### config.mk
export PLATFORM = sky130hd
export DESIGN_NAME = fvp_regs
export DESIGN_NICKNAME = d
export VERILOG_FILES = /design/src/design/fvp_pkg.sv /design/src/design/fvp_regs.sv
export SDC_FILE = /design/constraint.sdc
export NUM_CORES = 1
export LEC_CHECK = 0
export ABC_AREA = 0
export BUFFER_PORTS_ARGS = -buffer_cell sky130_fd_sc_hd__buf_2
export CORE_ASPECT_RATIO = 0.8
export CORE_MARGIN = 1
export CORE_UTILIZATION = 40
export DETAILED_ROUTE_END_ITERATION = 7
export PLACE_DENSITY = 0.74
export RECOVER_POWER = 50
export SETUP_SLACK_MARGIN = 0.02
export SYNTH_ARGS = -nofsm -noshare
export SYNTH_HDL_FRONTEND = slang
export SYNTH_SLANG_ARGS = --single-unit
### constraint.sdc
create_clock -name i_clk -period 2.3 [get_ports i_clk]
set_clock_uncertainty 0.15 [all_clocks]
set_input_delay 0.46 -clock i_clk [delete_from_list [all_inputs] [get_ports i_clk]]
set_output_delay 0.46 -clock i_clk [all_outputs]
set_load 0.02 [all_outputs]
### src/design/fvp_pkg.sv
// shared constants, types and sine quarter-wave table for the foc voltage modulator
package fvp_pkg;

    localparam int ANGLE_BITS      = 16;
    localparam int SINE_TABLE_BITS = 10;
    localparam int QTR_BITS        = SINE_TABLE_BITS - 2;
    localparam int QTR_SIZE        = 1 << QTR_BITS;
    localparam logic [QTR_BITS:0] QTR_FULL = (QTR_BITS + 1)'(QTR_SIZE);

    localparam int SIN_W  = 16;
    localparam int SIN_SW = SIN_W + 1;
    localparam int VOLT_W = 16;

    localparam int PP_W     = 7;
    localparam int SUPPLY_W = 14;
    localparam int LIMIT_W  = 14;
    localparam int PERIOD_W = 16;
    localparam int CMP_W    = 16;
    localparam int NUM_PH   = 3;

    localparam int PROD_W = VOLT_W + SIN_SW;
    localparam int AB_W   = PROD_W + 1;
    localparam int K_W    = 18;
    localparam logic signed [K_W-1:0] SQRT3_Q16 = 18'sd113512;
    localparam int M_W    = AB_W + K_W;
    localparam int PH_W   = M_W + 2;

    localparam int ALPHA_SH  = 16;
    localparam int OFFS_SH   = 31;
    localparam int CAP_SH    = 32;
    localparam int D_W       = LIMIT_W + CAP_SH;
    localparam int DL_W      = CAP_SH;
    localparam int DH_W      = LIMIT_W;
    localparam int HP_W      = DH_W + PERIOD_W;
    localparam int LP_W      = DL_W + PERIOD_W;
    localparam int NS_W      = LP_W + 1;
    localparam int NHI_W     = HP_W + 1;
    localparam int QUOT_BITS = CMP_W;
    localparam int REM_W     = SUPPLY_W + QUOT_BITS;

    localparam int REG_IDX_W = 2;
    localparam int PADDR_W   = REG_IDX_W + 2;
    localparam int PDATA_W   = 32;

    typedef enum logic [REG_IDX_W-1:0] {
        REG_POLE_CNT,
        REG_SUPPLY,
        REG_LIMIT,
        REG_PERIOD
    } t_reg_idx;

    typedef struct packed {
        logic [PP_W-1:0]     pole_cnt;
        logic [SUPPLY_W-1:0] supply_voltage;
        logic [LIMIT_W-1:0]  volt_cap;
        logic [PERIOD_W-1:0] pwm_top;
    } t_cfg;

    localparam t_cfg CFG_RST = '{
        pole_cnt:       PP_W'(7),
        supply_voltage: SUPPLY_W'(3072),
        volt_cap:       LIMIT_W'(3072),
        pwm_top:        PERIOD_W'(1280)
    };

    typedef struct packed {
        logic signed [SIN_SW-1:0] sn;
        logic signed [SIN_SW-1:0] cs;
        logic signed [VOLT_W-1:0] uq;
        logic signed [VOLT_W-1:0] ud;
    } t_rot_beat;

    typedef struct packed {
        logic [NUM_PH-1:0][DH_W-1:0] dh;
        logic [NUM_PH-1:0][DL_W-1:0] dl;
    } t_clamp_beat;

    // quarter-wave polynomial, q30 arithmetic
    localparam logic [63:0] Q30_ONE = 64'd1073741824;
    localparam logic [63:0] SIN_C1  = 64'd1686629713;
    localparam logic [63:0] SIN_C3  = 64'd693598672;
    localparam logic [63:0] SIN_C5  = 64'd85569306;
    localparam logic [63:0] SIN_C7  = 64'd5026995;
    localparam logic [63:0] SIN_C9  = 64'd172272;

    typedef logic [QTR_SIZE-1:0][SIN_W-1:0] t_qsin_tab;

    function automatic logic [63:0] qsin_calc(input logic [63:0] x);
        logic [63:0] x2;
        logic [63:0] p;
        logic [63:0] s;
        x2 = (x * x) >> 30;
        p  = SIN_C9;
        p  = SIN_C7 - ((p * x2) >> 30);
        p  = SIN_C5 - ((p * x2) >> 30);
        p  = SIN_C3 - ((p * x2) >> 30);
        p  = SIN_C1 - ((p * x2) >> 30);
        s  = (p * x) >> 30;
        if (s > Q30_ONE) begin
            s = Q30_ONE;
        end
        return (s + 64'd16384) >> 15;
    endfunction

    function automatic t_qsin_tab qsin_build();
        t_qsin_tab tab;
        for (int i = 0; i < QTR_SIZE; i++) begin
            tab[i] = SIN_W'(qsin_calc(64'(i) << (32 - SINE_TABLE_BITS)));
        end
        return tab;
    endfunction

    localparam t_qsin_tab        QSIN_TAB = qsin_build();
    localparam logic [SIN_W-1:0] QSIN_TOP = SIN_W'(qsin_calc(Q30_ONE));

endpackage

### src/design/fvp_regs.sv
// apb configuration registers
module fvp_regs import fvp_pkg::*; (
    input  logic               i_clk,
    input  logic               i_rst_n,
    input  logic               i_psel,
    input  logic               i_penable,
    input  logic               i_pwrite,
    input  logic [PADDR_W-1:0] i_paddr,
    input  logic [PDATA_W-1:0] i_pwdata,
    output logic [PDATA_W-1:0] o_prdata,
    output logic               o_pready,
    output t_cfg               o_cfg
);

    t_cfg     r_cfg;
    t_cfg     n_cfg;
    t_reg_idx sel;
    logic     wr;

    assign sel      = t_reg_idx'(i_paddr[PADDR_W-1:2]);
    assign wr       = i_psel && i_penable && i_pwrite;
    assign o_pready = 1'b1;
    assign o_cfg    = r_cfg;

    always_comb begin
        n_cfg = r_cfg;
        if (wr) begin
            unique case (sel)
                REG_POLE_CNT: n_cfg.pole_cnt       = i_pwdata[PP_W-1:0];
                REG_SUPPLY:   n_cfg.supply_voltage = i_pwdata[SUPPLY_W-1:0];
                REG_LIMIT:    n_cfg.volt_cap       = i_pwdata[LIMIT_W-1:0];
                REG_PERIOD:   n_cfg.pwm_top        = i_pwdata[PERIOD_W-1:0];
            endcase
        end
    end

    always_comb begin
        unique case (sel)
            REG_POLE_CNT: o_prdata = PDATA_W'(r_cfg.pole_cnt);
            REG_SUPPLY:   o_prdata = PDATA_W'(r_cfg.supply_voltage);
            REG_LIMIT:    o_prdata = PDATA_W'(r_cfg.volt_cap);
            REG_PERIOD:   o_prdata = PDATA_W'(r_cfg.pwm_top);
        endcase
    end

    always_ff @(posedge i_clk) begin
        if (!i_rst_n) begin
            r_cfg <= CFG_RST;
        end else begin
            r_cfg <= n_cfg;
        end
    end

endmodule

======== After elaboration in Yosys (flattened, before gate mapping) ========
Index checks and enable logic that the tools add are counted.
storage, ports and cells
  register bits after elaboration ......... 51
  output and inout bits ................... 84
  logic and storage cells ................. 15
cells by class
  equal/unequal tests ..................... 3
  muxes and demuxes ....................... 1
  reduce and logical (&&, ||, !) cells .... 7
operator list
  operator              count
  $pmux W32 S4          1
  $reduce_and A2 Y1     4
  $eq A2 B2 Y1 const B  2
  $eq A2 B1 Y1 const B  1
  $logic_and A1 B1 Y1   2
  $logic_not A2 Y1      1

======== Logic depth before layout (Yosys ltp) ========
  word-level depth ........................ 3
  gate-level depth with buffers ........... 5
  mapped depth without buffers ............ 3

======== Worst setup path before layout ========
OpenSTA, ideal clock, no wires.
  path kind ............................... input to output
  start point ............................. input port i_paddr[3]
  end point ............................... output port o_prdata[0]
  arrival time ............................ 1.264 ns
  required time ........................... 1.690 ns
  path slack .............................. 0.426 ns
  stages on the path ...................... 2
  path buffers ............................ 1
  cell sequence ........................... buf_6 > mux4_1
between the ends
  cells in the longest elaborated chain, start to end .. 2
RTL lines
  item                                        RTL line        text
  start: declaration                          fvp_regs.sv:8   input logic [PADDR_W-1:0] i_paddr,
  $eq A2 B2 Y1, or another cell as far along  fvp_regs.sv:38  unique case (sel)
  $pmux W32 S4 *                              fvp_regs.sv:38
  end: declaration                            fvp_regs.sv:10  output logic [PDATA_W-1:0] o_prdata,
Mark *: on every way between the ends. The rest lies on a longest branch, timed or not. The select of a mux whose other input is x is not followed.

======== Worst setup path in the final report ========
  start point ............................. input port i_paddr[3]
  end point ............................... output port o_prdata[1]
Same word-level chain as after synthesis.

==> impl_metrics.yaml <==
logic_synthesis:
  synth_area_per_cell_um2: 10.3
  yosysTopAreaCell: "dfxtp_1"
  synth_seq_cells: 51
  yosysWarningCount: 0
  netlist_area_um2: 2510
  seq_area_frac_synth_pct: 40.7
  synth.area.top_cells: "dfxtp_1, mux2i_1, nand2_1, buf_4, mux4_1"
  synthDistinctLibCells: 26
  syn_inst: 244
  yosysTopAreaCellShare_pct: 40.7
cts:
  hold_buffers: 0
  clk_pin_slew_worst_paths_ns: 0.09
  insertion_delay_ns: 0.29
  post-cts-setup-buffers: 0
  cts_resized: 0
  cts-htree-levels: 2
  clock-sinks: 51
  cts_root_buffer: "clkbuf_8"
  clk_path_buf_depth: 2
  cts_inserted_buffers: 5
  cts_tree: "built"
setup_path:
  cp-end-kind: "output pin"
  crit_arrival_ns: 1.57
  reg2reg_setup_slack_ns: 1.41
  crit_end: "o_prdata[1]"
  reg2regPathDepth: 3
  path_class: "input port to output pin"
  crit_fanout: 15
  r2r_end: "o_cfg[41]"
  r2r_start: "o_cfg[41]"
  cp_data_required_time_ns: 1.69
  startpoint: "i_paddr[3]"
  worst_setup_path_start_kind: "input port"
sta:
  fin_crit_ns: 2.18
  fin_setup_tns_ns: 0
  fmax_ghz: 0.458
  slew_headroom_pct: 61.8
  slew_violations: 0
  post-route-period-util_pct: 94.8
  rsz0062_at_grt: "no"
  timing.final.hold_violations: 0
  setup_violations: 0
  worstMarginPinSlew_ns: 0.571
detailed_routing:
  drcViolationCount: 0
  routed_via_density: 4.66
  ant_nets: 0
  wl_per_cell_um: 13.6
  drt-total-wl_um: 5650
  drtIter0Drc: 36
  firstDrtPassIters: 4
  vias: 1932
floorplanning:
  io_pins: 125
  die-area_um2: 6590
  rows: 25
  die_y_um: 72.8
  core_um2: 5970
  initial_core_util_pct: 41.9
  die_w_um: 90.5
finish:
  nFillCells: 624
  diodes: 0
  area_growth_pct: 19.2
  drive_gt1_share_pct: 20.7
  finish.instance_area_um2: 2990
  largest_reg_flops: 51
  final_nets: 375
  finalNonFillerCells: 415
power:
  ir_drop_mv: 0.300
  leakage_nw: 1.28
  p_per_area_nw_per_um2: 546
global_routing:
  antenna_found_initial: 0
  grt_pass1_vias: 1746
  grt_overflow: 0
  grt_pass1_wl_um: 8800
  grt_max_degree: 43
  grt.total_usage_pct: 17.1
placement:
  hpwlAfterDp_um: 4250
  placed_cells: 408
  gp_congestion: 0.739
  placedInstanceArea_um2: 2970
  io_buffers: 89
status:
  status: "finished clean"
hold_path:
  hold_path.class: "input port to flop"
run:
  maxCapViolations: 0
-- how the worst min path moves through the flow --
stage | slack, ns | from | depth (start not counted) | to
after global placement | 0.30 | o_cfg[14] | 2 | o_cfg[14]
after detailed placement | 0.31 | o_cfg[14] | 2 | o_cfg[14]
after floorplan | 0.39 | o_cfg[30] | 2 | o_cfg[30]
after CTS | 0.25 | i_pwdata[15] | 3 | o_cfg[15]
after global routing | 0.26 | i_pwdata[15] | 3 | o_cfg[15]
final | 0.26 | i_pwdata[15] | 3 | o_cfg[15]
-- per-stage QoR --
stage	utilization (%)	setup WS [ns]	hold slack, ns	total power, mW
after floorplan	-	0.426	0.389	1.09
after global placement	49.7	0.106	0.299	1.13
after detailed placement	49.7	0.0966	0.312	1.13
after CTS	51.1	0.0983	0.249	1.65
after global routing	50.0	0.0500	0.258	1.70
final	50.0	0.119	0.258	1.63
-- Yosys cell counts (all sizes together) --
cell type  count
inv            1
nand3          1
mux2           7
clkbuf         5
a22o           7
and2           1
nor3           1
nand2b         2
o21ai          1
nand3b         1
buf           28
o311ai         1
nor2b         12
a21oi          4
nand2         59
dfxtp         51
nor2           1
nor3b          1
mux2i         48
mux4           7
and3           3
conb           2
-- where the power goes --
group          internal, mW  leakage (nW)  switching, mW
logic                0.0725         0.820          0.134
clock network         0.237        0.0470          0.283
registers             0.894         0.412        0.00871
total                  1.20          1.28          0.426
-- layout by cell type, fill, tap and decap left out, types with 2 or more instances in the layout --
cell      Yosys  final
buf_2         4     38
conb_1        2     17
and3_1        3      3
dfxtp_1      51     51
mux4_1        5      5
clkbuf_8      0      6
mux2_2        7      7
nand2b_1      2      2
mux2i_1      48     48
nand2_1      59     59
a21oi_1       4      4
clkbuf_1      5     52
buf_4        18     10
nor2b_1      12     12
mux4_2        2      2
a22o_1        7      7
-- metal layers --
layer	GRT usage (%)	wire length, um	vias up
met4	3.76	23	0
met2	28.2	2560	51
li1	-	-	978
met5	0	0	-
met1	22.9	2820	901
met3	4.06	245	2
-- cell type report --
cell class	instances	area (um2)	share of cell area [%]
Multi-Input combinational cell	174	1290	43.3
Sequential cell	51	1020	34.2
Timing Repair Buffer	101	480	16.1
Tap cell	81	101	3.39
Clock buffer	6	82.6	2.76
Clock inverter	1	5.00	0.168
Inverter	1	3.75	0.126
-- worst max-delay path: stages --
cell and delay [ns]:
buf_2 0.33, mux4_1 0.60, buf_2 0.17
-- logic make-up (layout without fill, tap and decap cells) --
| kind of cell | after synthesis | in the layout | share of synthesized area [%] |
|---|---|---|---|
| AO/OA/AOI/OAI | 13 | 13 | 3.79 |
| buffers and inverters | 34 | 109 | 9.93 |
| flip-flops | 51 | 51 | 40.7 |
| multiplexers | 62 | 62 | 29.4 |
| other | 2 | 17 | 0.300 |
| AND/OR/NAND/NOR | 82 | 82 | 15.9 |
(Power assumes the default switching activity.)
