File: config.mk
export PLATFORM = sky130hd
export DESIGN_NAME = fvp_sincos
export DESIGN_NICKNAME = d
export VERILOG_FILES = /design/src/design/fvp_pkg.sv /design/src/design/fvp_sincos.sv
export SDC_FILE = /design/constraint.sdc
export NUM_CORES = 1
export LEC_CHECK = 0
export ABC_AREA = 1
export CORE_MARGIN = 3
export CORE_UTILIZATION = 27
export CTS_CLUSTER_DIAMETER = 100
export DETAILED_ROUTE_END_ITERATION = 7
export DONT_BUFFER_PORTS = 1
export HOLD_SLACK_MARGIN = 0.08
export PLACE_DENSITY = 0.48
export SLEW_MARGIN = 20
export SYNTH_ARGS = -nofsm -noshare
export SYNTH_HDL_FRONTEND = slang
export SYNTH_SLANG_ARGS = --single-unit
File: constraint.sdc
create_clock -name i_clk -period 4.4 [get_ports i_clk]
set_input_delay 0.66 -clock i_clk [delete_from_list [all_inputs] [get_ports i_clk]]
set_output_delay 0.66 -clock i_clk [all_outputs]
set_load 0.1 [all_outputs]
File: src/design/fvp_pkg.sv
// shared constants, types and sine quarter-wave table for the foc voltage modulator
package fvp_pkg;

    localparam int ANGLE_BITS      = 16;
    localparam int SINE_TABLE_BITS = 10;
    localparam int QTR_BITS        = SINE_TABLE_BITS - 2;
    localparam int QTR_SIZE        = 1 << QTR_BITS;
    localparam logic [QTR_BITS:0] QTR_FULL = (QTR_BITS + 1)'(QTR_SIZE);

    localparam int SIN_W  = 16;
    localparam int SIN_SW = SIN_W + 1;
    localparam int VOLT_W = 16;

    localparam int PP_W     = 7;
    localparam int SUPPLY_W = 14;
    localparam int LIMIT_W  = 14;
    localparam int PERIOD_W = 16;
    localparam int CMP_W    = 16;
    localparam int NUM_PH   = 3;

    localparam int PROD_W = VOLT_W + SIN_SW;
    localparam int AB_W   = PROD_W + 1;
    localparam int K_W    = 18;
    localparam logic signed [K_W-1:0] SQRT3_Q16 = 18'sd113512;
    localparam int M_W    = AB_W + K_W;
    localparam int PH_W   = M_W + 2;

    localparam int ALPHA_SH  = 16;
    localparam int OFFS_SH   = 31;
    localparam int CAP_SH    = 32;
    localparam int D_W       = LIMIT_W + CAP_SH;
    localparam int DL_W      = CAP_SH;
    localparam int DH_W      = LIMIT_W;
    localparam int HP_W      = DH_W + PERIOD_W;
    localparam int LP_W      = DL_W + PERIOD_W;
    localparam int NS_W      = LP_W + 1;
    localparam int NHI_W     = HP_W + 1;
    localparam int QUOT_BITS = CMP_W;
    localparam int REM_W     = SUPPLY_W + QUOT_BITS;

    localparam int REG_IDX_W = 2;
    localparam int PADDR_W   = REG_IDX_W + 2;
    localparam int PDATA_W   = 32;

    typedef enum logic [REG_IDX_W-1:0] {
        REG_POLE_CNT,
        REG_SUPPLY,
        REG_LIMIT,
        REG_PERIOD
    } t_reg_idx;

    typedef struct packed {
        logic [PP_W-1:0]     pole_cnt;
        logic [SUPPLY_W-1:0] supply_voltage;
        logic [LIMIT_W-1:0]  volt_cap;
        logic [PERIOD_W-1:0] pwm_top;
    } t_cfg;

    localparam t_cfg CFG_RST = '{
        pole_cnt:       PP_W'(7),
        supply_voltage: SUPPLY_W'(3072),
        volt_cap:       LIMIT_W'(3072),
        pwm_top:        PERIOD_W'(1280)
    };

    typedef struct packed {
        logic signed [SIN_SW-1:0] sn;
        logic signed [SIN_SW-1:0] cs;
        logic signed [VOLT_W-1:0] uq;
        logic signed [VOLT_W-1:0] ud;
    } t_rot_beat;

    typedef struct packed {
        logic [NUM_PH-1:0][DH_W-1:0] dh;
        logic [NUM_PH-1:0][DL_W-1:0] dl;
    } t_clamp_beat;

    // quarter-wave polynomial, q30 arithmetic
    localparam logic [63:0] Q30_ONE = 64'd1073741824;
    localparam logic [63:0] SIN_C1  = 64'd1686629713;
    localparam logic [63:0] SIN_C3  = 64'd693598672;
    localparam logic [63:0] SIN_C5  = 64'd85569306;
    localparam logic [63:0] SIN_C7  = 64'd5026995;
    localparam logic [63:0] SIN_C9  = 64'd172272;

    typedef logic [QTR_SIZE-1:0][SIN_W-1:0] t_qsin_tab;

    function automatic logic [63:0] qsin_calc(input logic [63:0] x);
        logic [63:0] x2;
        logic [63:0] p;
        logic [63:0] s;
        x2 = (x * x) >> 30;
        p  = SIN_C9;
        p  = SIN_C7 - ((p * x2) >> 30);
        p  = SIN_C5 - ((p * x2) >> 30);
        p  = SIN_C3 - ((p * x2) >> 30);
        p  = SIN_C1 - ((p * x2) >> 30);
        s  = (p * x) >> 30;
        if (s > Q30_ONE) begin
            s = Q30_ONE;
        end
        return (s + 64'd16384) >> 15;
    endfunction

    function automatic t_qsin_tab qsin_build();
        t_qsin_tab tab;
        for (int i = 0; i < QTR_SIZE; i++) begin
            tab[i] = SIN_W'(qsin_calc(64'(i) << (32 - SINE_TABLE_BITS)));
        end
        return tab;
    endfunction

    localparam t_qsin_tab        QSIN_TAB = qsin_build();
    localparam logic [SIN_W-1:0] QSIN_TOP = SIN_W'(qsin_calc(Q30_ONE));

endpackage

File: src/design/fvp_sincos.sv
// electrical angle and sine/cosine lookup, two stages
module fvp_sincos import fvp_pkg::*; (
    input  logic                     i_clk,
    input  logic                     i_rst_n,
    input  logic                     i_valid,
    output logic                     o_ready,
    input  logic [ANGLE_BITS-1:0]    i_mech_angle,
    input  logic signed [VOLT_W-1:0] i_volt_q,
    input  logic signed [VOLT_W-1:0] i_volt_d,
    input  logic [PP_W-1:0]          i_pole_cnt,
    output logic                     o_valid,
    input  logic                     i_ready,
    output t_rot_beat                o_beat
);

    localparam int N = 2;
    localparam logic signed [SIN_SW-1:0] SIN_PEAK = $signed({1'b0, QSIN_TOP});

    logic [N-1:0] r_v;
    logic [N-1:0] adv;

    logic [SINE_TABLE_BITS-1:0] r_idx;
    logic [SINE_TABLE_BITS-1:0] n_idx;
    logic signed [VOLT_W-1:0]   r_uq;
    logic signed [VOLT_W-1:0]   r_ud;
    t_rot_beat                  r_beat;
    t_rot_beat                  n_beat;

    logic [ANGLE_BITS+PP_W-1:0]            prod;
    logic [ANGLE_BITS+SINE_TABLE_BITS-1:0] wide;

    function automatic logic signed [SIN_SW-1:0] rom_sine(
        input logic [SINE_TABLE_BITS-1:0] idx
    );
        logic [QTR_BITS:0] q;
        logic [SIN_W-1:0]  mag;
        if (idx[SINE_TABLE_BITS-2]) begin
            q = QTR_FULL - {1'b0, idx[QTR_BITS-1:0]};
        end else begin
            q = {1'b0, idx[QTR_BITS-1:0]};
        end
        mag = q[QTR_BITS] ? QSIN_TOP : QSIN_TAB[q[QTR_BITS-1:0]];
        if (idx[SINE_TABLE_BITS-1]) begin
            return -$signed({1'b0, mag});
        end
        return $signed({1'b0, mag});
    endfunction

    for (genvar k = 0; k < N; k++) begin : g_adv
        assign adv[k] = i_ready || !(&r_v[N-1:k]);
    end

    assign o_ready = adv[0];
    assign o_valid = r_v[N-1];
    assign o_beat  = r_beat;

    // electrical angle wraps modulo one turn
    always_comb begin
        prod  = i_mech_angle * i_pole_cnt;
        wide  = {prod[ANGLE_BITS-1:0], {SINE_TABLE_BITS{1'b0}}};
        n_idx = wide[ANGLE_BITS+SINE_TABLE_BITS-1 -: SINE_TABLE_BITS];
    end

    always_comb begin
        n_beat.sn = rom_sine(r_idx);
        n_beat.cs = rom_sine(r_idx + SINE_TABLE_BITS'(QTR_SIZE));
        n_beat.uq = r_uq;
        n_beat.ud = r_ud;
    end

    always_ff @(posedge i_clk) begin
        if (!i_rst_n) begin
            r_v <= '0;
        end else begin
            if (adv[0]) begin
                r_v[0] <= i_valid;
            end
            for (int k = 1; k < N; k++) begin
                if (adv[k]) begin
                    r_v[k] <= r_v[k-1];
                end
            end
        end
    end

    always_ff @(posedge i_clk) begin
        if (adv[0]) begin
            r_idx <= n_idx;
            r_uq  <= i_volt_q;
            r_ud  <= i_volt_d;
        end
        if (adv[1]) begin
            r_beat <= n_beat;
        end
    end

    a_sin_range: assert property (@(posedge i_clk) disable iff (!i_rst_n)
        o_valid |-> (r_beat.sn <= SIN_PEAK) && (r_beat.sn >= -SIN_PEAK)
                 && (r_beat.cs <= SIN_PEAK) && (r_beat.cs >= -SIN_PEAK))
        else $error("sine or cosine out of range");

    a_sin_cos_nonzero: assert property (@(posedge i_clk) disable iff (!i_rst_n)
        o_valid |-> (r_beat.sn != '0) || (r_beat.cs != '0))
        else $error("sine and cosine both zero");

endmodule

Word-level counts from Yosys, hierarchy flattened
Memory sizes are Yosys's and may differ from the RTL's.
Cells that the tools add are included.
{"block": "totals", "register_bits": 110, "latchBits": 0, "ramBits": 0, "rom_bits": 8192, "inputBits": 59, "out_inout_bits": 68, "elab_cells": 38, "memories": 2}
{"memory": "(name not given)", "depth": 256, "word_bits": 16, "read_ports": 1, "rd_clocked_by_memory_dff": 0, "wr": 0, "line": "fvp_sincos.sv:42", "text": "mag = q[QTR_BITS] ? QSIN_TOP : QSIN_TAB[q[QTR_BITS-1:0]];"}
{"memory": "(name not given)", "depth": 256, "word_bits": 16, "read_ports": 1, "rd_clocked_by_memory_dff": 0, "wr": 0, "line": "fvp_sincos.sv:42"}
{"block": "classes", "addsub": 5, "n_mul": 1, "n_div": 0, "magnitude_cmp": 2, "n_eq_ne": 0, "n_shift": 0, "mux": 12, "bitwise": 0, "reduce_logical": 5}
{"cell": "2-to-1 mux 16 bit", "count": 6}
{"cell": "2-to-1 mux 17 bit", "count": 2}
{"cell": "negator 16 -> 17 bit", "count": 2}
{"cell": "less-than comparator 8 x 9 -> 1 bit (second input constant)", "count": 2}
{"cell": "2-to-1 mux 9 bit", "count": 2}
{"cell": "subtractor 9 x 8 -> 9 bit (first input constant)", "count": 2}
{"cell": "multiplier 16 x 7 -> 16 bit", "count": 1}
{"cell": "adder 10 x 9 -> 10 bit (second input constant)", "count": 1}
{"cell": "logical NOT 1 bit", "count": 2}
{"cell": "logical OR 1 bit", "count": 2}
{"cell": "2-to-1 mux 1 bit", "count": 2}
{"cell": "AND reduction 2 bit", "count": 1}

Depth between registers and ports, before layout
{"block": "logic_depth", "ltp_word": 9, "depth_mapped": 29, "mapped_depth_nobuf": 27}

Worst setup path before layout
OpenSTA, ideal clock, no wires.
{"block": "synth_path", "path_kind": "input to register", "start": "in i_pole_cnt[5]", "end": "reg r_idx[9] (data pin)", "setup_time_ns": 0.260, "t_arrival_ns": 4.472, "required_time_ns": 4.140, "slack_ns": -0.333, "stages": 18, "n_path_buf": 1, "path_cell_list": "clkbuf_1 nand2_1 inv_1 fa_1 fa_1 fa_1 inv_1 fa_1 inv_1 ha_1 nand2_1 o21ai_0 a21oi_1 o31ai_1 a21oi_1 nor2_1 nor2_1 xor2_1"}
{"block": "synth_via", "elab_chain_cells": 1}
{"element": "from (decl)", "line": "fvp_sincos.sv:10", "text": "input logic [PP_W-1:0] i_pole_cnt,"}
{"element": "multiplier 16 x 7 -> 16 bit", "line": "fvp_sincos.sv:59", "text": "prod = i_mech_angle * i_pole_cnt;"}
{"element": "named net prod[15]", "line": "fvp_sincos.sv:29", "text": "logic [ANGLE_BITS+PP_W-1:0] prod;"}
{"element": "to (signal assigned)", "line": "fvp_sincos.sv:88", "text": "r_idx <= n_idx;"}
{"element": "to (decl)", "line": "fvp_sincos.sv:22", "text": "logic [SINE_TABLE_BITS-1:0] r_idx;"}
The timed path passes the listed nets, and every way through them passes these cells.
A chain may end at the register's enable or synchronous reset.

Worst setup path after layout
{"block": "layout_path", "start": "in i_mech_angle[9]", "end": "reg r_idx[9] (data pin)"}
{"block": "layout_via", "elab_chain_cells": 1}
{"element": "from (decl)", "line": "fvp_sincos.sv:7", "text": "input logic [ANGLE_BITS-1:0] i_mech_angle,"}
{"element": "multiplier 16 x 7 -> 16 bit", "line": "fvp_sincos.sv:59"}
{"element": "named net prod[15]", "line": "fvp_sincos.sv:29"}
The timed path passes the listed nets, and every way through them passes these cells.

==> flow_metrics.env <==
export IMPL_fin_tns_setup_ns=0
export IMPL_gp_congestion=1.01
export IMPL_max_freq_mhz=244
export IMPL_h_tree_depth=3
export IMPL_num_antenna_cells=0
export IMPL_layout_commonest_cell="nand2_1"
export IMPL_topRoutingLayerUsed="met4"
export IMPL_synth_seq_area_share_pct=22.5
export IMPL_worst_slew_pin_slew_ns=0.958
export IMPL_first_global_vias=15900
export IMPL_ys_types=39
export IMPL_drc=0
export IMPL_ys_warnings_count=0
export IMPL_grt_max_degree=68
export IMPL_die_h_um=239
export IMPL_drt_iter0_markers=1941
export IMPL_finClkSkew_ns=0.00763
export IMPL_max_cap_violations=0
export IMPL_wl_met1_um=26400
export IMPL_synthTopCellsByArea="nand2_1, edfxtp_1, nand3_1, fa_1, inv_1"
export IMPL_viasPerCell=5.35
export IMPL_synth_ff_type="edfxtp_1"
export IMPL_yosysTopAreaCell="nand2_1"
export IMPL_wire_per_inst_um=20.5
export IMPL_crit_path_start_kind="primary input"
export IMPL_routed_wl_um=63300
export IMPL_run_status="completed"
export IMPL_utilization_pct=30.2
export IMPL_wl_met2_um=28500
export IMPL_die_w_um=239
export IMPL_rows=84
export IMPL_area_growth_pct=9.56
export IMPL_start_util_pct=27.5
export IMPL_detailedPlacementHpwl_um=48200
export IMPL_grt_use_total_pct=21.7
export IMPL_cts_tree="built"
export IMPL_synth_fp_nets=2575
export IMPL_path_clk_slew_ns=0.08
export IMPL_cp_required_ns=4.52
export IMPL_synth_edff_count=108
export IMPL_r2r_start="r_idx[0]"
export IMPL_rr_endpoint="o_beat[59]"
export IMPL_vias=16500
export IMPL_first_pass_iters=7
export IMPL_antenna_found_initial=0
export IMPL_io_pins=127
export IMPL_setup_ws_ns=0.309
export IMPL_hold_end="r_ud[1]"
export IMPL_maxSlewViolCount=0
export IMPL_nets=2555
export IMPL_die_area_um2=56900
export IMPL_rrSetupSlack_ns=0.33
export IMPL_io_buffers=0
export IMPL_ant_nets=0
export IMPL_avgSynthCellArea_um2=6.04
export IMPL_synth_top_area_share_pct=28.1
export IMPL_post_route_period_util_pct=93.0
export IMPL_setup_violations_final=0
export IMPL_cts_buffers=9
export IMPL_cts_sinks=110
export IMPL_core_area_um2=53100
export IMPL_synthCells=2418
export IMPL_clock_latency_ns=0.37
export IMPL_final_cell_mix="nand2_1, nand3_1, inv_1"
export IMPL_grt_pass1_wl_um=96200
export IMPL_holdCritStartpoint="i_volt_d[1]"
export IMPL_clockRootBuffer="clkbuf_16"
export IMPL_endpoint_kind="flip-flop"
export IMPL_overflow=0
export IMPL_min_path_type="primary input to flip-flop"
export IMPL_cts_setup_buffers=0
export IMPL_critical_path_arrival_ns=4.21
export IMPL_period_minus_slack_ns=4.09
export IMPL_rr_worst_depth=23
export IMPL_async_flop_share_pct=0
export IMPL_finalHoldViolCount=0
export IMPL_wl_met3_um=5580
export IMPL_clockBufferDepth=2
export IMPL_rsz0062_at_grt="false"
export IMPL_preCtsSetupSlack_ns=-0.0637
export IMPL_ys_seq_elements=110
export IMPL_synth_area_um2=14600
export IMPL_critPathKind="primary input to flip-flop"
export IMPL_min_path_cells=0
export IMPL_crit_fanout=7
export IMPL_drive_gt1_share_pct=8.36
export IMPL_relSlewSlack_pct=36.3
## critical path, stage by stage
cell and delay, ns:
nand2_1 0.05, inv_1 0.05, fa_1 0.52, fa_1 0.53
fa_1 0.50, inv_1 0.05, fa_1 0.54, inv_2 0.05
ha_4 0.24, nand2_1 0.09, a21oi_1 0.08, a211oi_1 0.28
o31ai_2 0.14, a21oi_2 0.17, nor2_1 0.06, nor2_1 0.12
xor2_1 0.07
## registers in the layout, indices dropped and copies added (netlist names)
| register | flops |
|---|---|
| r_ud | 16 |
| r_uq | 16 |
| r_v | 2 |
| r_idx | 10 |
| o_beat | 66 |
## kinds of logic after synthesis
| family | count (synthesis) | synth area share (%) |
|---|---|---|
| AO/OA/AOI/OAI | 152 | 5.66 |
| XOR/XNOR | 32 | 1.92 |
| adder cells (fa/ha/maj) | 98 | 11.0 |
| buffers and inverters | 353 | 10.8 |
| flip-flops | 110 | 22.5 |
| AND/OR/NAND/NOR | 1673 | 48.2 |
## area by class of cell
type / count / area [um^2]
Fill cell: 5935 / 37100
Multi-Input combinational cell: 1955 / 9890
Sequential cell: 110 / 3280
Tap cell: 688 / 861
Inverter: 229 / 860
Timing Repair Buffer: 93 / 798
Clock buffer: 9 / 225
Clock inverter: 7 / 88.8
## Yosys cell counts (5+ instances only)
library cell,count
xor2_1,19
nand4_1,24
nand2_2,37
buf_2,53
buf_4,27
inv_2,11
nand2_1,1093
buf_6,11
edfxtp_1,108
fa_1,51
nor3_1,5
ha_1,47
buf_1,5
o211ai_1,14
nor2_2,11
o21ai_0,55
inv_1,215
nand3_1,393
xnor2_1,13
a21oi_1,53
nor2_1,97
o21ai_1,17
clkbuf_1,28
## worst max-delay path by stage
stage	from	endpoint	slack, ns
CTS	r_idx[0]	o_beat[59]	0.22
finish	i_mech_angle[9]	r_idx[9]	0.31
floorplan	i_pole_cnt[1]	r_idx[9]	0.0008
detailed placement	i_mech_angle[9]	r_idx[9]	-0.06
global placement	i_mech_angle[9]	r_idx[9]	0.01
global route	r_idx[0]	o_beat[48]	0.01
## metal layers
layer,GRT usage (%),vias up
met5,0,-
met4,8.48,0
met3,3.99,194
met2,34.7,918
met1,29.0,7729
li1,-,7694
## per-stage QoR
| stage | cells | cell area, um^2 | hold slack [ns] |
|---|---|---|---|
| after floorplan | 2418 | 14700 | 0.400 |
| after global placement | 3075 | 15700 | 0.401 |
| after detailed placement | 3075 | 15700 | 0.405 |
| after CTS | 3091 | 16000 | 0.362 |
| after global routing | 3091 | 16000 | 0.353 |
| final | 3091 | 16000 | 0.383 |
## timing repair
| action | 4_1_cts | 5_1_grt |
|---|---|---|
| hold endpoints to repair | 0 | 0 |
| setup endpoints to repair | 0 | 7 |
| hold buffers | 0 | 0 |
| gates resized for setup | 0 | 4 |
Power is left out: the tool's default activity adds up to more than one toggle a clock period on the data nets, which glitch-free logic cannot reach.
