[src/design/fvp_pkg.sv]
// shared constants, types and sine quarter-wave table for the foc voltage modulator
package fvp_pkg;

    localparam int ANGLE_BITS      = 16;
    localparam int SINE_TABLE_BITS = 10;
    localparam int QTR_BITS        = SINE_TABLE_BITS - 2;
    localparam int QTR_SIZE        = 1 << QTR_BITS;
    localparam logic [QTR_BITS:0] QTR_FULL = (QTR_BITS + 1)'(QTR_SIZE);

    localparam int SIN_W  = 16;
    localparam int SIN_SW = SIN_W + 1;
    localparam int VOLT_W = 16;

    localparam int PP_W     = 7;
    localparam int SUPPLY_W = 14;
    localparam int LIMIT_W  = 14;
    localparam int PERIOD_W = 16;
    localparam int CMP_W    = 16;
    localparam int NUM_PH   = 3;

    localparam int PROD_W = VOLT_W + SIN_SW;
    localparam int AB_W   = PROD_W + 1;
    localparam int K_W    = 18;
    localparam logic signed [K_W-1:0] SQRT3_Q16 = 18'sd113512;
    localparam int M_W    = AB_W + K_W;
    localparam int PH_W   = M_W + 2;

    localparam int ALPHA_SH  = 16;
    localparam int OFFS_SH   = 31;
    localparam int CAP_SH    = 32;
    localparam int D_W       = LIMIT_W + CAP_SH;
    localparam int DL_W      = CAP_SH;
    localparam int DH_W      = LIMIT_W;
    localparam int HP_W      = DH_W + PERIOD_W;
    localparam int LP_W      = DL_W + PERIOD_W;
    localparam int NS_W      = LP_W + 1;
    localparam int NHI_W     = HP_W + 1;
    localparam int QUOT_BITS = CMP_W;
    localparam int REM_W     = SUPPLY_W + QUOT_BITS;

    localparam int REG_IDX_W = 2;
    localparam int PADDR_W   = REG_IDX_W + 2;
    localparam int PDATA_W   = 32;

    typedef enum logic [REG_IDX_W-1:0] {
        REG_POLE_CNT,
        REG_SUPPLY,
        REG_LIMIT,
        REG_PERIOD
    } t_reg_idx;

    typedef struct packed {
        logic [PP_W-1:0]     pole_cnt;
        logic [SUPPLY_W-1:0] supply_voltage;
        logic [LIMIT_W-1:0]  volt_cap;
        logic [PERIOD_W-1:0] pwm_top;
    } t_cfg;

    localparam t_cfg CFG_RST = '{
        pole_cnt:       PP_W'(7),
        supply_voltage: SUPPLY_W'(3072),
        volt_cap:       LIMIT_W'(3072),
        pwm_top:        PERIOD_W'(1280)
    };

    typedef struct packed {
        logic signed [SIN_SW-1:0] sn;
        logic signed [SIN_SW-1:0] cs;
        logic signed [VOLT_W-1:0] uq;
        logic signed [VOLT_W-1:0] ud;
    } t_rot_beat;

    typedef struct packed {
        logic [NUM_PH-1:0][DH_W-1:0] dh;
        logic [NUM_PH-1:0][DL_W-1:0] dl;
    } t_clamp_beat;

    // quarter-wave polynomial, q30 arithmetic
    localparam logic [63:0] Q30_ONE = 64'd1073741824;
    localparam logic [63:0] SIN_C1  = 64'd1686629713;
    localparam logic [63:0] SIN_C3  = 64'd693598672;
    localparam logic [63:0] SIN_C5  = 64'd85569306;
    localparam logic [63:0] SIN_C7  = 64'd5026995;
    localparam logic [63:0] SIN_C9  = 64'd172272;

    typedef logic [QTR_SIZE-1:0][SIN_W-1:0] t_qsin_tab;

    function automatic logic [63:0] qsin_calc(input logic [63:0] x);
        logic [63:0] x2;
        logic [63:0] p;
        logic [63:0] s;
        x2 = (x * x) >> 30;
        p  = SIN_C9;
        p  = SIN_C7 - ((p * x2) >> 30);
        p  = SIN_C5 - ((p * x2) >> 30);
        p  = SIN_C3 - ((p * x2) >> 30);
        p  = SIN_C1 - ((p * x2) >> 30);
        s  = (p * x) >> 30;
        if (s > Q30_ONE) begin
            s = Q30_ONE;
        end
        return (s + 64'd16384) >> 15;
    endfunction

    function automatic t_qsin_tab qsin_build();
        t_qsin_tab tab;
        for (int i = 0; i < QTR_SIZE; i++) begin
            tab[i] = SIN_W'(qsin_calc(64'(i) << (32 - SINE_TABLE_BITS)));
        end
        return tab;
    endfunction

    localparam t_qsin_tab        QSIN_TAB = qsin_build();
    localparam logic [SIN_W-1:0] QSIN_TOP = SIN_W'(qsin_calc(Q30_ONE));

endpackage

[src/design/fvp_xform.sv]
// inverse park and clarke with supply offset and clamp, five stages
module fvp_xform import fvp_pkg::*; (
    input  logic                i_clk,
    input  logic                i_rst_n,
    input  logic                i_valid,
    output logic                o_ready,
    input  t_rot_beat           i_beat,
    input  logic [SUPPLY_W-1:0] i_supply,
    input  logic [LIMIT_W-1:0]  i_limit,
    output logic                o_valid,
    input  logic                i_ready,
    output t_clamp_beat         o_beat
);

    localparam int N = 5;

    logic [N-1:0] r_v;
    logic [N-1:0] adv;

    logic signed [PROD_W-1:0] r_pdc, r_pqs, r_pqc, r_pds;
    logic signed [PROD_W-1:0] n_pdc, n_pqs, n_pqc, n_pds;
    logic signed [AB_W-1:0]   r_alpha1, r_beta, r_alpha2;
    logic signed [AB_W-1:0]   n_alpha1, n_beta;
    logic signed [M_W-1:0]    r_m, n_m;
    logic signed [PH_W-1:0]   r_ph [NUM_PH];
    logic signed [PH_W-1:0]   n_ph [NUM_PH];
    t_clamp_beat              r_clamp, n_clamp;

    logic signed [PH_W-1:0]   offs;
    logic signed [PH_W-1:0]   alpha_x;
    logic signed [PH_W-1:0]   m_x;
    logic [LIMIT_W-1:0]       cap;
    logic [D_W-1:0]           cap_w;
    logic [D_W-1:0]           d;

    for (genvar k = 0; k < N; k++) begin : g_adv
        assign adv[k] = i_ready || !(&r_v[N-1:k]);
    end

    assign o_ready = adv[0];
    assign o_valid = r_v[N-1];
    assign o_beat  = r_clamp;

    always_comb begin
        n_pdc = i_beat.ud * i_beat.cs;
        n_pqs = i_beat.uq * i_beat.sn;
        n_pqc = i_beat.uq * i_beat.cs;
        n_pds = i_beat.ud * i_beat.sn;
    end

    always_comb begin
        n_alpha1 = AB_W'(r_pdc) - AB_W'(r_pqs);
        n_beta   = AB_W'(r_pqc) + AB_W'(r_pds);
        n_m      = r_beta * SQRT3_Q16;
    end

    // doubled phase voltages plus half supply
    always_comb begin
        offs    = $signed(PH_W'(i_supply) << OFFS_SH);
        alpha_x = PH_W'(r_alpha2);
        m_x     = PH_W'(r_m);
        n_ph[0] = (alpha_x <<< (ALPHA_SH + 1)) + offs;
        n_ph[1] = m_x - (alpha_x <<< ALPHA_SH) + offs;
        n_ph[2] = offs - (alpha_x <<< ALPHA_SH) - m_x;
    end

    always_comb begin
        cap   = (i_limit < i_supply) ? i_limit : LIMIT_W'(i_supply);
        cap_w = D_W'(cap) << CAP_SH;
        d     = '0;
        n_clamp = '0;
        for (int l = 0; l < NUM_PH; l++) begin
            if (r_ph[l][PH_W-1]) begin
                d = '0;
            end else if ($unsigned(r_ph[l]) > PH_W'(cap_w)) begin
                d = cap_w;
            end else begin
                d = D_W'(r_ph[l]);
            end
            n_clamp.dh[l] = d[D_W-1:DL_W];
            n_clamp.dl[l] = d[DL_W-1:0];
        end
    end

    always_ff @(posedge i_clk) begin
        if (!i_rst_n) begin
            r_v <= '0;
        end else begin
            if (adv[0]) begin
                r_v[0] <= i_valid;
            end
            for (int k = 1; k < N; k++) begin
                if (adv[k]) begin
                    r_v[k] <= r_v[k-1];
                end
            end
        end
    end

    always_ff @(posedge i_clk) begin
        if (adv[0]) begin
            r_pdc <= n_pdc;
            r_pqs <= n_pqs;
            r_pqc <= n_pqc;
            r_pds <= n_pds;
        end
        if (adv[1]) begin
            r_alpha1 <= n_alpha1;
            r_beta   <= n_beta;
        end
        if (adv[2]) begin
            r_alpha2 <= r_alpha1;
            r_m      <= n_m;
        end
        if (adv[3]) begin
            r_ph <= n_ph;
        end
        if (adv[4]) begin
            r_clamp <= n_clamp;
        end
    end

endmodule

[config.mk]
export PLATFORM = sky130hd
export DESIGN_NAME = fvp_xform
export DESIGN_NICKNAME = d
export VERILOG_FILES = /design/src/design/fvp_pkg.sv /design/src/design/fvp_xform.sv
export SDC_FILE = /design/constraint.sdc
export NUM_CORES = 2
export LEC_CHECK = 0
export CAP_MARGIN = 10
export CORE_MARGIN = 8
export CORE_UTILIZATION = 60
export CTS_BUF_LIST = sky130_fd_sc_hd__clkbuf_8
export CTS_CLUSTER_DIAMETER = 100
export DETAILED_ROUTE_END_ITERATION = 10
export DONT_BUFFER_PORTS = 1
export PLACE_DENSITY = 0.88
export REMOVE_ABC_BUFFERS = 1
export SLEW_MARGIN = 20
export SYNTH_ARGS = -nofsm -noshare
export SYNTH_HDL_FRONTEND = slang
export SYNTH_SLANG_ARGS = --single-unit
[constraint.sdc]
create_clock -name i_clk -period 6.5 [get_ports i_clk]
set_clock_uncertainty 0.2 [all_clocks]
set_input_delay 0.325 -clock i_clk [delete_from_list [all_inputs] [get_ports i_clk]]
set_output_delay 0.325 -clock i_clk [all_outputs]
set_load 0.02 [all_outputs]
## Yosys cells after proc, flatten, opt, wreduce, memory -nomap -nowiden

Cells that the tools add are included.

- Register bits: 588
- Bits in latches: 0
- Memory bits (writable): 0
- ROM bits: 0
- Bits of input ports: 98
- Output and inout bits: 140
- Logic and storage cells: 59
- Memories kept: 0

- Add/sub/neg operators: 7
- $mul: 5
- Divide/modulo/power cells: 0
- Order comparisons: 4
- Equality and inequality tests: 0
- Shift operators: 0
- Muxes and demuxes: 4
- Bitwise gates (word level): 0
- Reduce and logical (&&, ||, !) cells: 17

Operators with widths:

| operator | number |
|---|---|
| $gt A54 B46 Y1 | 3 |
| $mux W46 | 3 |
| $mul A16 B17 Y33 | 4 |
| $add A53 B46 Y54 | 1 |
| $sub A51 B52 Y53 | 1 |
| $sub A52 B50 Y53 | 1 |
| $add A51 B46 Y52 | 1 |
| $sub A46 B50 Y51 | 1 |
| $mul A34 B15 Y49 const B | 1 |
| $add A33 B33 Y34 | 1 |
| $sub A33 B33 Y34 | 1 |
| $lt A14 B14 Y1 | 1 |
| $mux W14 | 1 |
| $reduce_or A2 Y1 | 3 |
| $logic_not A1 Y1 | 5 |
| $logic_or A1 B1 Y1 | 5 |
| $reduce_and A5 Y1 | 1 |
| $reduce_and A4 Y1 | 1 |
| $reduce_and A3 Y1 | 1 |
| $reduce_and A2 Y1 | 1 |

## Depth between registers and ports, before layout

- Depth after elaboration: 4
- Gate-level depth with buffers: 26
- Gate-level depth less buffers: 25

## Worst setup path after synthesis

Ideal clock, no wire load.

- Path kind: input-to-reg
- Start: in i_beat[23] (netlist bit)
- End: reg r_pqs[31] (data pin)
- Setup time: 0.258 ns
- Arrival: 6.158 ns
- Required time: 6.042 ns
- Setup slack: -0.116 ns
- Cell stages on the path: 23
- Buffers on the path: 2
- Cell sequence: clkbuf_1 -> clkbuf_1 -> nand2_1 -> fa_1 -> inv_1 -> fa_1 -> fa_1 -> fa_1 -> fa_1 -> inv_1 -> fa_1 -> inv_1 -> ha_1 -> and2_1 -> a22o_1 -> o21a_1 -> nor2_1 -> o21ai_0 -> a31o_2 -> or4_1 -> a31o_2 -> a21oi_2 -> xnor2_1

- Word-level cells in the longest chain between the ends: 1

Ends and longest elaborated chain:

| item | RTL line | text |
|---|---|---|
| from (decl) | fvp_xform.sv:7 | `input t_rot_beat i_beat,` |
| $mul A16 B17 Y33 | fvp_xform.sv:46 | `n_pqs = i_beat.uq * i_beat.sn;` |
| net n_pqs[31] | fvp_xform.sv:21 | `logic signed [PROD_W-1:0] n_pdc, n_pqs, n_pqc, n_pds;` |
| to (signal assigned) | fvp_xform.sv:103 | `r_pqs <= n_pqs;` |
| to (decl) | fvp_xform.sv:20 | `logic signed [PROD_W-1:0] r_pdc, r_pqs, r_pqc, r_pds;` |

The timed path passes the listed nets, and every way through them passes these cells.
A chain may end at the register's enable or synchronous reset.

## Worst setup path in the final report

- Start: reg r_beta[11]
- End: reg r_m[47] (data pin)

- Word-level cells in the longest chain between the ends: 1

Ends and longest elaborated chain:

| item | RTL line | text |
|---|---|---|
| from (decl) | fvp_xform.sv:22 | `logic signed [AB_W-1:0] r_alpha1, r_beta, r_alpha2;` |
| from (signal assigned) | fvp_xform.sv:109 | `r_beta <= n_beta;` |
| $mul A34 B15 Y49 | fvp_xform.sv:54 | `n_m = r_beta * SQRT3_Q16;` |
| net n_m[47] | fvp_xform.sv:24 | `logic signed [M_W-1:0] r_m, n_m;` |
| to (signal assigned) | fvp_xform.sv:113 | `r_m <= n_m;` |
| to (decl) | fvp_xform.sv:24 |  |

The timed path passes the listed nets, and every way through them passes these cells.

==> results.txt <==
Clock tree synthesis inserted a total of 91 buffers. Ranked by total cell area, the synthesized netlist is headed by sky130_fd_sc_hd__fa_1 34%, sky130_fd_sc_hd__edfxtp_1 20%, sky130_fd_sc_hd__ha_1 12%. Routability-driven placement finished with a final weighted congestion of 0.971. The vertical extent of the die is 385 µm, and the path depth of the worst reg2reg path is 21.

The routed design has 215,000 µm of wire. Dividing the detail-routed via count by the number of cells gives 5.79. Setup repair after global routing could not meet its margin everywhere. The tools report the final routed DRC violation total as 0. Counting both buffers and inverters, the worst setup path holds a total of 5. The signal on the critical path passes through ha_2 -> inv_1 -> fa_1 -> inv_1 -> fa_1 -> fa_1 -> fa_1 -> inv_1 -> fa_1 -> inv_1 -> ha_1 -> o21ai_0 -> o21ai_0 -> o211ai_1 -> a31oi_4 -> o21ai_1 -> o211a_1 -> a311oi_1 -> buf_4 -> a31oi_1 -> xnor2_1. Global routing finished with a remaining overflow of 0. The primary flip-flop cell chosen by synthesis mapping was sky130_fd_sc_hd__edfxtp_1. The number of pins with negative max-slew slack in the final report is 0, and the layout overhead on the synthesized area is 5.39%.

Counting stages on the worst path, the most repeated cell is sky130_fd_sc_hd__fa_1. Routing usage on met2: 0.487. Post-detailed-route wirelength per cell: 21.4 µm. The largest incremental delay on the critical path was 0.57 ns; the maximum buffer depth of the clock tree was 3. The first global-routing pass estimated 339,000 µm of wire. For the worst setup path, the data arrival time is 6.73 ns. Fraction of registers with async set or reset after synthesis: 0. The number of clock sinks is 538, and the fraction of post-synthesis cell area in the top cell type by area is 0.344.

Cell taking the most area after synthesis: sky130_fd_sc_hd__fa_1. The detailed-placement wirelength estimate is 170,000 µm, and the normalized max-slew margin is 0.262. Clock latency on the worst-skew pair, taken at its later pin, is 0.75 ns.

STA classifies the critical path startpoint as a register. The min-delay analysis places its worst path in the category in -> reg. The number of top-level pins is 238. The global-route usage over all layers is 0.292, and the width of the die is 385 µm. TritonCTS built the clock tree. Entering global routing, the biggest net connects 99 pins. After clock tree synthesis, the clock-pin slew on the worst setup and hold paths is 0.06 ns. The commonest cells after synthesis are 1,919 x sky130_fd_sc_hd__inv_1, 1,401 x sky130_fd_sc_hd__fa_1, 770 x sky130_fd_sc_hd__ha_1. The worst register-to-register path ends at r_m[47]. For this run, the top clock speed supported by timing is 0.155 GHz. Final setup violation count: 0. For the final design utilization, the log shows 0.636. The synthesized netlist contains 90 unique library cells. Row generation in the floorplan step produced 135 rows.

The hold path endpoint was o_beat[118]. Among all cell types in the netlist, the one instantiated most often is sky130_fd_sc_hd__inv_1. For this block, the via count after detailed routing is 58,200.

The floorplan step defined a die boundary enclosing 148,000 µm². The run gives 0.0665 as the global routing met3 resource utilization. After the last flow step, the layout net total stands at 10,500.

After the first detailed-routing iteration, the DRC count stood at 4,905. The worst hold path stage count came out at 2. The flow ran to the end, and the final reports show no timing, DRC or antenna violations. Floorplan core area: 135,000 µm².

The worst setup path is captured at a register. The Yosys warning count is 0. The final hold violation count is 0. The register area share after synthesis is 0.198. The master of the slowest instance on the critical path is sky130_fd_sc_hd__fa_1. The run gives 0.04 ns as the register-to-register setup slack. The tools report the number of instances in the synthesized netlist as 8,196. The layer flagged by global routing as most heavily used is met2.

The final worst-path cycle share is 0.994. The number of flops mapped to enable cells by yosys works out to 533. The worst reg2reg path startpoint is r_beta[11]. Of all nets on the critical path, the largest fanout is 5.

On the critical path the largest part of the delay comes from adder cells. The starting density of the core came out at 0.603. In this run the tool buffered the top-level ports with 0 buffer cells. The tools report the via count of the first global-routing pass as 63,600. The number of routed nets with antenna violations came out at 0. The worst path needs 6.46 ns of the cycle, external delays included. The run gives 0.355 as the global routing met1 resource utilization.

The deepest level of the CTS H-tree is 3, and the number of max-cap violations is 0. The synthesized netlist occupies a cell area of 81,500 µm². For the worst setup path, the data required time is 6.77 ns. The fraction of final layout cells sized beyond drive strength 1 was 0.0343. In this run, synthesis produced a sequential element count of 538. Dividing the synthesized area by the synthesized cell count gives 9.94 µm².

The first detailed-routing pass took 8 iterations. The startpoint identified for the worst hold timing path is i_supply[8]. Root buffer cell: sky130_fd_sc_hd__clkbuf_8.

Pin slew with the least headroom to its limit: 1.11 ns. The classification of the worst setup path was reg -> reg. The run gives 17 as the number of antenna violations at the first check in global routing.
[metal layers]
layer / wire length (µm) / part of all wire
met5: 89 / 0.00041
met4: 13000 / 0.061
met3: 21400 / 0.099
met2: 101000 / 0.47
met1: 80100 / 0.37
[worst max path at each step]
stage	startpoint	endpoint	slack [ns]	depth (start not counted)
final	r_beta[11]	r_m[47]	0.04	21
after global routing	r_beta[10]	r_m[47]	-0.17	21
after CTS	r_beta[10]	r_m[50]	0.03	22
after detailed placement	i_beat[17]	r_pqs[32]	-0.08	21
after global placement	i_beat[19]	r_pqs[31]	0.02	20
after floorplan	i_beat[31]	r_pqs[31]	-0.02	21
[area by class of cell]
class / instances / area [µm²]
clock buffers: 92 / 1270
clock inverters: 73 / 512
well taps: 1781 / 2230
flip-flops and latches: 538 / 16100
multi-input cells: 5489 / 57300
inverters: 1920 / 7210
diodes: 13 / 32.5
repair buffers: 145 / 1220
fillers: 10100 / 49200
[placed cells by master, fill, tap and decap left out, types with 44 or more instances in the layout]
cell / instances
sky130_fd_sc_hd__ha_1: 756
sky130_fd_sc_hd__xor2_1: 78
sky130_fd_sc_hd__o21bai_1: 45
sky130_fd_sc_hd__a211oi_1: 67
sky130_fd_sc_hd__a21oi_1: 325
sky130_fd_sc_hd__nand2b_1: 56
sky130_fd_sc_hd__clkbuf_8: 92
sky130_fd_sc_hd__nor2_1: 258
sky130_fd_sc_hd__o21ai_0: 180
sky130_fd_sc_hd__nor2b_1: 44
sky130_fd_sc_hd__edfxtp_1: 533
sky130_fd_sc_hd__nand3_1: 66
sky130_fd_sc_hd__a21o_1: 148
sky130_fd_sc_hd__inv_1: 1941
sky130_fd_sc_hd__buf_4: 92
sky130_fd_sc_hd__o21a_1: 50
sky130_fd_sc_hd__and2_1: 594
sky130_fd_sc_hd__xnor2_1: 274
sky130_fd_sc_hd__nand2_1: 699
sky130_fd_sc_hd__nor3_1: 50
sky130_fd_sc_hd__dlygate4sd3_1: 52
sky130_fd_sc_hd__fa_1: 1401
[state kept, by name, indices dropped and copies added (netlist names)]
register / count
r_beta: 34
r_alpha2: 34
r_ph: 135
r_m: 49
r_alpha1: 34
r_pdc: 33
r_pds: 33
r_v: 5
r_pqc: 33
r_pqs: 33
o_beat: 115
[worst register-to-register path, delay by kind of cell, from the launching register on]
family          cells  cell delay [ns]
fa+ha+maj           7             3.31
xor+xnor            1             0.16
compound gates      8             1.64
buf+inv             5             0.44
flops               1             0.47
[logic make-up after synthesis]
logic type,synth area share
flip-flops,0.198
adder cells (fa/ha/maj),0.462
buffers and inverters,0.102
XOR/XNOR,0.0378
AND/OR/NAND/NOR,0.116
multiplexers,0.00184
AO/OA/AOI/OAI,0.0824
other,0.0000460
[stage by stage]
stage | worst slack [ns] | area, µm² | TNS (ns) | std cells | hold slack (ns)
final | 0.0400 | 85900 | 0 | 10100 | 0.0756
after global routing | -0.174 | 85900 | -0.459 | 10000 | 0.0742
after CTS | 0.0258 | 85700 | 0 | 10000 | 0.00690
after detailed placement | -0.0837 | 83400 | -0.128 | 9813 | 0.205
after global placement | 0.0202 | 83300 | 0 | 9813 | 0.202
after floorplan | -0.0208 | 80400 | -0.0208 | 7947 | 0.200
[what timing repair did]
action	4_1_cts	5_1_grt
gates resized for setup	0	32
setup buffers	0	8
endpoints found under the setup margin	0	14
hold endpoints to repair	85	0
hold buffers	52	0
Power is left out: the tool's default activity adds up to more than one toggle a clock period on the data nets, which glitch-free logic cannot reach.
